==> src/rtl/tgc_pkg.sv <==
// ----------------------------------------------------------------------------
// tgc_pkg
// Shared types, codes and constants for the touch gesture classifier.
// ----------------------------------------------------------------------------
package tgc_pkg;

    // field widths fixed by the interface
    localparam int POINT_W        = 4;
    localparam int KIND_W         = 2;
    localparam int GESTURE_W      = 3;
    localparam int TAP_W          = 25;
    localparam int SWIPE_W        = 12;
    localparam int MARGIN_W       = 25;
    localparam int CFG_DATA_W     = 25;
    localparam int CFG_IDX_W      = 2;
    localparam int COORD_BITS_DEF = 12;

    // register reset values
    localparam logic [TAP_W-1:0]    TAP_RADIUS_SQ_RST = TAP_W'(400);
    localparam logic [SWIPE_W-1:0]  SWIPE_MIN_RST     = SWIPE_W'(50);
    localparam logic [MARGIN_W-1:0] PINCH_MARGIN_RST  = MARGIN_W'(2000);

    // configuration register map
    typedef enum logic [CFG_IDX_W-1:0] {
        CFG_ENABLE        = 2'd0,
        CFG_TAP_RADIUS_SQ = 2'd1,
        CFG_SWIPE_MIN     = 2'd2,
        CFG_PINCH_MARGIN  = 2'd3
    } t_cfg_idx;

    // action of the first touch point
    typedef enum logic [KIND_W-1:0] {
        KIND_DOWN  = 2'd0,
        KIND_UP    = 2'd1,
        KIND_MOVE  = 2'd2,
        KIND_OTHER = 2'd3
    } t_kind;

    // gesture codes
    typedef enum logic [GESTURE_W-1:0] {
        G_NONE      = 3'd0,
        G_TAP       = 3'd1,
        G_RIGHT     = 3'd2,
        G_LEFT      = 3'd3,
        G_DOWN      = 3'd4,
        G_UP        = 3'd5,
        G_PINCH_OUT = 3'd6,
        G_PINCH_IN  = 3'd7
    } t_gesture;

    // configuration bundle
    typedef struct packed {
        logic                enable;
        logic [TAP_W-1:0]    tap_radius_sq;
        logic [SWIPE_W-1:0]  swipe_min;
        logic [MARGIN_W-1:0] pinch_margin;
    } t_cfg;

endpackage

==> src/rtl/tgc_cfg_regs.sv <==
// ----------------------------------------------------------------------------
// tgc_cfg_regs
// Configuration register file, written through its own request channel.
// ----------------------------------------------------------------------------
module tgc_cfg_regs import tgc_pkg::*; (
    input  logic                  i_clk,
    input  logic                  i_rst_n,
    input  logic                  i_cfg_valid,
    output logic                  o_cfg_ready,
    input  logic [CFG_IDX_W-1:0]  i_cfg_index,
    input  logic [CFG_DATA_W-1:0] i_cfg_data,
    output t_cfg                  o_cfg
);

    t_cfg r_cfg;
    t_cfg n_cfg;

    // every write request is taken at once
    assign o_cfg_ready = 1'b1;

    // decode the register index
    always_comb begin
        n_cfg = r_cfg;
        if (i_cfg_valid) begin
            case (t_cfg_idx'(i_cfg_index))
                CFG_ENABLE:        n_cfg.enable        = i_cfg_data[0];
                CFG_TAP_RADIUS_SQ: n_cfg.tap_radius_sq = i_cfg_data[TAP_W-1:0];
                CFG_SWIPE_MIN:     n_cfg.swipe_min     = i_cfg_data[SWIPE_W-1:0];
                CFG_PINCH_MARGIN:  n_cfg.pinch_margin  = i_cfg_data[MARGIN_W-1:0];
                default:           n_cfg = r_cfg;
            endcase
        end
    end

    // register storage
    always_ff @(posedge i_clk) begin
        if (!i_rst_n) begin
            r_cfg.enable        <= 1'b0;
            r_cfg.tap_radius_sq <= TAP_RADIUS_SQ_RST;
            r_cfg.swipe_min     <= SWIPE_MIN_RST;
            r_cfg.pinch_margin  <= PINCH_MARGIN_RST;
        end else begin
            r_cfg <= n_cfg;
        end
    end

    assign o_cfg = r_cfg;

endmodule

==> src/rtl/tgc_classify.sv <==
// ----------------------------------------------------------------------------
// tgc_classify
// Gesture decision for one registered event, plus the tracking state
// (start point and previous finger spread) that it updates on commit.
// ----------------------------------------------------------------------------
module tgc_classify import tgc_pkg::*; #(
    parameter int COORD_BITS = COORD_BITS_DEF
) (
    input  logic                  i_clk,
    input  logic                  i_rst_n,
    input  t_cfg                  i_cfg,
    input  logic                  i_commit,
    input  logic [POINT_W-1:0]    i_point_count,
    input  logic [COORD_BITS-1:0] i_first_x,
    input  logic [COORD_BITS-1:0] i_first_y,
    input  logic [KIND_W-1:0]     i_first_kind,
    input  logic [COORD_BITS-1:0] i_second_x,
    input  logic [COORD_BITS-1:0] i_second_y,
    output t_gesture              o_gesture
);

    localparam int C     = COORD_BITS;
    localparam int SQ_W  = 2 * C + 1;
    localparam int CMP_W = ((SQ_W > TAP_W) ? SQ_W : TAP_W) + 1;
    localparam int SW_W  = (C > SWIPE_W) ? C : SWIPE_W;

    logic [C-1:0]    r_start_x;
    logic [C-1:0]    r_start_y;
    logic [SQ_W-1:0] r_prev_spread;

    logic signed [C:0] rel_dx, rel_dy, spr_dx, spr_dy;
    logic [C-1:0]      rel_ax, rel_ay, spr_ax, spr_ay;
    logic [2*C-1:0]    rel_ax_sq, rel_ay_sq, spr_ax_sq, spr_ay_sq;
    logic [SQ_W-1:0]   rel_d2, cur_spread;
    logic [CMP_W-1:0]  cmp_cur, cmp_prev, cmp_margin, cmp_d2, cmp_tap;
    logic [SW_W-1:0]   sw_ax, sw_ay, sw_min;
    logic              is_active, is_single, is_pair, is_down, is_up;
    t_gesture          release_g, pinch_g, g;

    // travel of the release point from the start point
    assign rel_dx = $signed({1'b0, i_first_x}) - $signed({1'b0, r_start_x});
    assign rel_dy = $signed({1'b0, i_first_y}) - $signed({1'b0, r_start_y});
    assign rel_ax = rel_dx[C] ? C'(-rel_dx) : rel_dx[C-1:0];
    assign rel_ay = rel_dy[C] ? C'(-rel_dy) : rel_dy[C-1:0];
    assign rel_ax_sq = rel_ax * rel_ax;
    assign rel_ay_sq = rel_ay * rel_ay;
    assign rel_d2 = SQ_W'(rel_ax_sq) + SQ_W'(rel_ay_sq);

    // spread between the two carried points
    assign spr_dx = $signed({1'b0, i_first_x}) - $signed({1'b0, i_second_x});
    assign spr_dy = $signed({1'b0, i_first_y}) - $signed({1'b0, i_second_y});
    assign spr_ax = spr_dx[C] ? C'(-spr_dx) : spr_dx[C-1:0];
    assign spr_ay = spr_dy[C] ? C'(-spr_dy) : spr_dy[C-1:0];
    assign spr_ax_sq = spr_ax * spr_ax;
    assign spr_ay_sq = spr_ay * spr_ay;
    assign cur_spread = SQ_W'(spr_ax_sq) + SQ_W'(spr_ay_sq);

    // common compare widths
    assign cmp_d2     = CMP_W'(rel_d2);
    assign cmp_tap    = CMP_W'(i_cfg.tap_radius_sq);
    assign cmp_cur    = CMP_W'(cur_spread);
    assign cmp_prev   = CMP_W'(r_prev_spread);
    assign cmp_margin = CMP_W'(i_cfg.pinch_margin);
    assign sw_ax      = SW_W'(rel_ax);
    assign sw_ay      = SW_W'(rel_ay);
    assign sw_min     = SW_W'(i_cfg.swipe_min);

    // release: tap, else swipe along the strictly dominant axis
    always_comb begin
        release_g = G_NONE;
        if (cmp_d2 < cmp_tap) begin
            release_g = G_TAP;
        end else if (sw_ax > sw_ay && sw_ax > sw_min) begin
            release_g = rel_dx[C] ? G_LEFT : G_RIGHT;
        end else if (sw_ay > sw_ax && sw_ay > sw_min) begin
            release_g = rel_dy[C] ? G_UP : G_DOWN;
        end
    end

    // pinch: spread change beyond the margin either way
    always_comb begin
        pinch_g = G_NONE;
        if (cmp_cur > cmp_prev + cmp_margin) begin
            pinch_g = G_PINCH_OUT;
        end else if (cmp_cur + cmp_margin < cmp_prev) begin
            pinch_g = G_PINCH_IN;
        end
    end

    // event qualification
    assign is_active = i_cfg.enable && (i_point_count != '0);
    assign is_single = i_point_count == POINT_W'(1);
    assign is_pair   = i_point_count == POINT_W'(2);
    assign is_down   = t_kind'(i_first_kind) == KIND_DOWN;
    assign is_up     = t_kind'(i_first_kind) == KIND_UP;

    // final gesture select
    always_comb begin
        g = G_NONE;
        if (is_active) begin
            if (is_single && is_up) begin
                g = release_g;
            end else if (is_pair) begin
                g = pinch_g;
            end
        end
    end

    assign o_gesture = g;

    // tracking state, updated when the result is committed
    always_ff @(posedge i_clk) begin
        if (!i_rst_n) begin
            r_start_x     <= '0;
            r_start_y     <= '0;
            r_prev_spread <= '0;
        end else if (i_commit && is_active) begin
            if (is_single && is_down) begin
                r_start_x <= i_first_x;
                r_start_y <= i_first_y;
            end
            if (g == G_NONE) begin
                r_prev_spread <= cur_spread;
            end
        end
    end

`ifndef NO_ASSERTIONS
    // disabled or empty events leave the tracking state alone
    a_idle_state_holds: assert property (@(posedge i_clk) disable iff (!i_rst_n)
        (i_commit && !is_active) |=> ($stable(r_start_x) && $stable(r_prev_spread)))
        else $error("tracking state changed on an inactive event");

    // a reported gesture keeps the previous spread
    a_gesture_keeps_spread: assert property (@(posedge i_clk) disable iff (!i_rst_n)
        (i_commit && g != G_NONE) |=> $stable(r_prev_spread))
        else $error("previous spread updated after a gesture");

    // a tap or swipe only comes from a single-point release
    a_release_source: assert property (@(posedge i_clk) disable iff (!i_rst_n)
        (g != G_NONE && g != G_PINCH_OUT && g != G_PINCH_IN) |-> (is_single && is_up))
        else $error("release gesture from a non-release event");
`endif

endmodule

==> src/rtl/touch_gesture_classifier_core.sv <==
// ----------------------------------------------------------------------------
// touch_gesture_classifier_core
// Classifies touch events as tap, swipe or pinch, one gesture per event.
//
//   channel  direction  handshake                       payload
//   in       input      i_in_valid / o_in_ready          point count, two points, kind
//   out      output     o_out_valid / i_out_ready        gesture code
//   cfg      input      i_cfg_valid / o_cfg_ready        register index, write data
//
// One event per cycle sustained while the output is ready; an accepted
// event waits in the input register, then its result is loaded into
// the result register. The gesture logic lies between the two; tracking
// state is updated at the same edge that loads the result register.
// Reset is synchronous and active low; it clears valids, tracking state
// and restores the register defaults.
// A stalled output holds its result while the input register still takes
// a new event; input backs up only when both registers are full and the
// output is held off.
// ----------------------------------------------------------------------------
module touch_gesture_classifier_core import tgc_pkg::*; #(
    parameter int COORD_BITS = COORD_BITS_DEF
) (
    input  logic                  i_clk,
    input  logic                  i_rst_n,
    // event channel
    input  logic                  i_in_valid,
    output logic                  o_in_ready,
    input  logic [POINT_W-1:0]    i_point_count,
    input  logic [COORD_BITS-1:0] i_first_x,
    input  logic [COORD_BITS-1:0] i_first_y,
    input  logic [KIND_W-1:0]     i_first_kind,
    input  logic [COORD_BITS-1:0] i_second_x,
    input  logic [COORD_BITS-1:0] i_second_y,
    // gesture channel
    output logic                  o_out_valid,
    input  logic                  i_out_ready,
    output logic [GESTURE_W-1:0]  o_gesture,
    // configuration channel
    input  logic                  i_cfg_valid,
    output logic                  o_cfg_ready,
    input  logic [CFG_IDX_W-1:0]  i_cfg_index,
    input  logic [CFG_DATA_W-1:0] i_cfg_data
);

    t_cfg cfg;

    logic                  r_in_valid;
    logic [POINT_W-1:0]    r_point_count;
    logic [COORD_BITS-1:0] r_first_x;
    logic [COORD_BITS-1:0] r_first_y;
    logic [KIND_W-1:0]     r_first_kind;
    logic [COORD_BITS-1:0] r_second_x;
    logic [COORD_BITS-1:0] r_second_y;
    logic                  r_out_valid;
    t_gesture              r_gesture;

    logic                  n_in_valid;
    logic                  n_out_valid;
    logic                  in_take;
    logic                  advance;
    t_gesture              gesture;

    // configuration registers
    tgc_cfg_regs u_cfg (
        .i_clk       (i_clk),
        .i_rst_n     (i_rst_n),
        .i_cfg_valid (i_cfg_valid),
        .o_cfg_ready (o_cfg_ready),
        .i_cfg_index (i_cfg_index),
        .i_cfg_data  (i_cfg_data),
        .o_cfg       (cfg)
    );

    // handshake control
    assign advance     = r_in_valid && (!r_out_valid || i_out_ready);
    assign o_in_ready  = !r_in_valid || advance;
    assign in_take     = i_in_valid && o_in_ready;
    assign n_in_valid  = in_take || (r_in_valid && !advance);
    assign n_out_valid = advance || (r_out_valid && !i_out_ready);

    // input register
    always_ff @(posedge i_clk) begin
        if (!i_rst_n) begin
            r_in_valid <= 1'b0;
        end else begin
            r_in_valid <= n_in_valid;
        end
    end

    always_ff @(posedge i_clk) begin
        if (in_take) begin
            r_point_count <= i_point_count;
            r_first_x     <= i_first_x;
            r_first_y     <= i_first_y;
            r_first_kind  <= i_first_kind;
            r_second_x    <= i_second_x;
            r_second_y    <= i_second_y;
        end
    end

    // gesture decision and tracking state
    tgc_classify #(
        .COORD_BITS (COORD_BITS)
    ) u_classify (
        .i_clk         (i_clk),
        .i_rst_n       (i_rst_n),
        .i_cfg         (cfg),
        .i_commit      (advance),
        .i_point_count (r_point_count),
        .i_first_x     (r_first_x),
        .i_first_y     (r_first_y),
        .i_first_kind  (r_first_kind),
        .i_second_x    (r_second_x),
        .i_second_y    (r_second_y),
        .o_gesture     (gesture)
    );

    // result register
    always_ff @(posedge i_clk) begin
        if (!i_rst_n) begin
            r_out_valid <= 1'b0;
        end else begin
            r_out_valid <= n_out_valid;
        end
    end

    always_ff @(posedge i_clk) begin
        if (advance) begin
            r_gesture <= gesture;
        end
    end

    assign o_out_valid = r_out_valid;
    assign o_gesture   = r_gesture;

`ifndef NO_ASSERTIONS
    // an accepted request always lands in the input register
    a_in_captured: assert property (@(posedge i_clk) disable iff (!i_rst_n)
        in_take |=> r_in_valid)
        else $error("accepted event not held in input register");

    // a committed event always produces a pending result
    a_commit_result: assert property (@(posedge i_clk) disable iff (!i_rst_n)
        advance |=> r_out_valid)
        else $error("committed event produced no result");

    // an empty input register never back-pressures
    a_empty_ready: assert property (@(posedge i_clk) disable iff (!i_rst_n)
        !r_in_valid |-> o_in_ready)
        else $error("input stalled with empty input register");

    // disabled block reports no gesture
    a_disabled_none: assert property (@(posedge i_clk) disable iff (!i_rst_n)
        (advance && !cfg.enable) |=> (r_gesture == G_NONE))
        else $error("gesture reported while disabled");
`endif

endmodule

==> config.mk <==
export PLATFORM = sky130hd
export DESIGN_NAME = touch_gesture_classifier_core
export DESIGN_NICKNAME = d
export VERILOG_FILES = /design/src/rtl/tgc_pkg.sv /design/src/rtl/tgc_cfg_regs.sv /design/src/rtl/tgc_classify.sv /design/src/rtl/touch_gesture_classifier_core.sv
export SDC_FILE = /design/constraint.sdc
export NUM_CORES = 2
export LEC_CHECK = 0
export ABC_AREA = 1
export BUFFER_PORTS_ARGS = -buffer_cell sky130_fd_sc_hd__buf_2
export CORE_MARGIN = 2
export CORE_UTILIZATION = 30
export DETAILED_ROUTE_END_ITERATION = 8
export SLEW_MARGIN = 5
export SYNTH_ARGS = -nofsm -noshare
export SYNTH_HDL_FRONTEND = slang
export SYNTH_SLANG_ARGS = --single-unit
export TNS_END_PERCENT = 20
==> constraint.sdc <==
create_clock -name i_clk -period 11 [get_ports i_clk]
set_clock_uncertainty 0.1 [all_clocks]
set_input_delay 0.55 -clock i_clk [delete_from_list [all_inputs] [get_ports i_clk]]
set_output_delay 0.55 -clock i_clk [all_outputs]
set_load 0.01 [all_outputs]
==> metrics.txt <==
Final period util=101%; Worst Hold Depth=1; vias per cell=approximately 4.6; leading cell type in the layout, fill and taps excluded=inv_1; Avg Inst Size Synth=7.96 µm²; CP max-delay cell=fa_1; Finished Core Util=37.0%; gp weighted congestion=a little over 0.9; Clk pin slew, worst setup/hold paths=about 0.08 ns; crit end category=register; post-route insts no fill=around 5500; Final setup viols=25; most frequent CP cell=nand2_2; EDFF count, synth=57; synth top area cells=fa_1 27%, ha_1 18%, inv_1 11%, dfxtp_1 7.6%, nand2_1 7.2%; R2R setup slack=-0.07 ns; die width=320 µm; Place WS=-0.511 ns; run status=finished, violations left; Overflow after GRT=0; Hold WS=between 0.1 and 0.15 ns; Hold-fix buffers, CTS=0; CTS tree=done; initial core utilization=30.3%; post-detail-place hpwl=73900 µm; RSZ-0062 raised after global routing=true; Max Buffers Root-to-Sink=2; vias=25500; CTS H-tree depth=4; DRT Pass-1 Iters=5; vias in the first global route=about 26000; initial antenna violation count=2; die area=102000 µm²; dominant cell type by area after synthesis=fa_1; Port Buf Inserts=90; Area Growth Syn to Fin=21.9%; top_reg_cell synth=dfxtp_1; dpl cells=5461; met1 wire length=40000 µm; Crit path required time=11.28 ns; Slew @ Worst Pin=1.31 ns; CTS buffer count=17; final worst setup slack=-0.0720 ns; total track usage=17.2%; Routed met2 length=~39000 µm; met3 WL=4030 µm; Row Count=115; CP peak stage delay=0.57 ns; Worst R2R Start=r_first_x[1]$_DFFE_PP_; CTS Root Cell=clkbuf_16; Top Family by Delay on Critical Path=adder cells; DRC viols=0; area of the core=between 90000 and 100000 µm²; DIE HEIGHT=320 µm; violated checks=setup timing; Netlist cell types=56; Post-Syn Instances=3756; Hold Crit Endpoint=r_point_count[0]$_DFFE_PP_; most frequent cells in the layout=823 x inv_1, 542 x nand2_1, 404 x ha_1; Hold/Removal Path Class=in2reg; Routed WL=around 85000 µm; Buf/Inv on CP=12; Slew headroom=12.1%; wire length per cell=~15 µm; Clock Sinks=171; synthesized flop and latch total=171; post-synth top area share=27.1%; max layer used=met5; later-pin clock latency in the skew report=0.49 ns; DR iter-0 viols=between 1000 and 1500; Max Cap Violations=0; ANT nets after route=0; FFs w/ async S/R, synth=0%; Worst Min Path Start=i_point_count[0]; first-pass GRT wire length=137000 µm; largest net degree at the start of global routing=97; crit path kind=reg2reg; layout cell share with drive strength beyond 1=18.3%; IO Count=92; Worst Path Arrival=roughly 11 ns; Fmax achieved=90.3 MHz; Nets=5145; critical path startpoint category=register; cells on worst reg2reg path=60; Synth Cell Area=29900 µm²; critical path peak fanout=7; fin crit period=11.07 ns; Syn Nets=between 4000 and 5000; sequential area share after synthesis=13.4%; Reg-to-Reg End=u_classify.r_prev_spread[23]$_SDFFE_PN0P_; yosys warns=0; Max Slew Vio Count=0; Hold Fails Final Rpt=0
[repair_timing]
action                                  4_1_cts  5_1_grt
endpoints found under the setup margin       28       28
pin swaps                                    34       59
resized for setup                            85      122
gates cloned                                  3        1
buffers inserted                             18       19
[state kept, by name, summed over array words and instances (netlist names)]
signal,flops
u_classify.r_start_y,12
u_classify.r_prev_spread,25
r_in_valid,1
r_first_kind,2
u_classify.r_start_x,12
r_second_x,12
u_cfg.o_cfg,63
r_first_y,12
o_gesture,3
r_point_count,4
r_first_x,12
o_out_valid,1
r_second_y,12
[stage by stage]
step	instance area (µm²)	TNS (ns)
global route	36400	-16.46
finish	36400	-1.23
CTS	35700	-0.607
floorplan	29900	0
global placement	34600	-6.57
detailed placement	34600	-13.45
[layout make-up]
class,instances,area [µm²]
well taps,1287,1610
fillers,10200,62100
repair buffers,515,3820
flip-flops and latches,171,3990
multi-input cells,2671,23200
diodes,2,5.00
clock inverters,12,111
clock buffers,20,447
inverters,858,3230
[worst max-delay path by stage]
stage	start	endpoint	slack, ns	depth (start not counted)
floorplan	r_first_y[0]$_DFFE_PP_	u_classify.r_prev_spread[16]$_SDFFE_PN0P_	0.30	61
global placement	r_first_x[0]$_DFFE_PP_	u_classify.r_prev_spread[24]$_SDFFE_PN0P_	-0.27	63
detailed placement	r_first_x[0]$_DFFE_PP_	u_classify.r_prev_spread[19]$_SDFFE_PN0P_	-0.51	63
CTS	r_first_x[0]$_DFFE_PP_	u_classify.r_prev_spread[14]$_SDFFE_PN0P_	-0.06	68
global route	r_first_x[0]$_DFFE_PP_	u_classify.r_prev_spread[24]$_SDFFE_PN0P_	-0.65	63
finish	r_first_x[1]$_DFFE_PP_	u_classify.r_prev_spread[23]$_SDFFE_PN0P_	-0.07	60
[per-layer routing]
| metal | vias up | track usage, % |
|---|---|---|
| met2 | 493 | 28.6 |
| li1 | 12600 | - |
| met5 | - | 0 |
| met3 | 87 | 2.44 |
| met1 | 12300 | 23.2 |
| met4 | 2 | 4.63 |
[cells by family (layout without fill, tap and decap cells)]
group / after synthesis / after routing / share of synthesized area, %
flip-flops: 171 / 171 / 13.4
AND/OR/NAND/NOR: 1226 / 1226 / 17.0
other: 1 / 3 / 0.0125
XOR/XNOR: 139 / 139 / 4.39
AO/OA/AOI/OAI: 480 / 480 / 8.88
buffers and inverters: 914 / 1405 / 11.7
adder cells (fa/ha/maj): 825 / 825 / 44.7
[synthesized netlist by cell type, types with 4 or more instances]
cell type  number
o211ai_1       12
o21ai_0       142
o21bai_1       17
a21o_1         24
nand3_1       145
xor2_1         88
nor3_1         24
edfxtp_1       57
a21oi_1       239
and3_1          5
buf_2          14
a31oi_1        14
inv_1         838
xnor2_1        43
or2_2           5
inv_2          17
buf_4           4
o21a_1          9
o21ai_1         4
buf_6           4
dfxtp_1       114
nand4_1        23
nand2_1       576
a21boi_1        4
ha_1          421
nand2_2        17
nor2_1        398
nor2_2          4
nor4_1          7
fa_1          404
nand3b_1        7
clkbuf_1       31
Power is left out: the tool's default activity adds up to more than one toggle a clock period on the data nets, which glitch-free logic cannot reach.
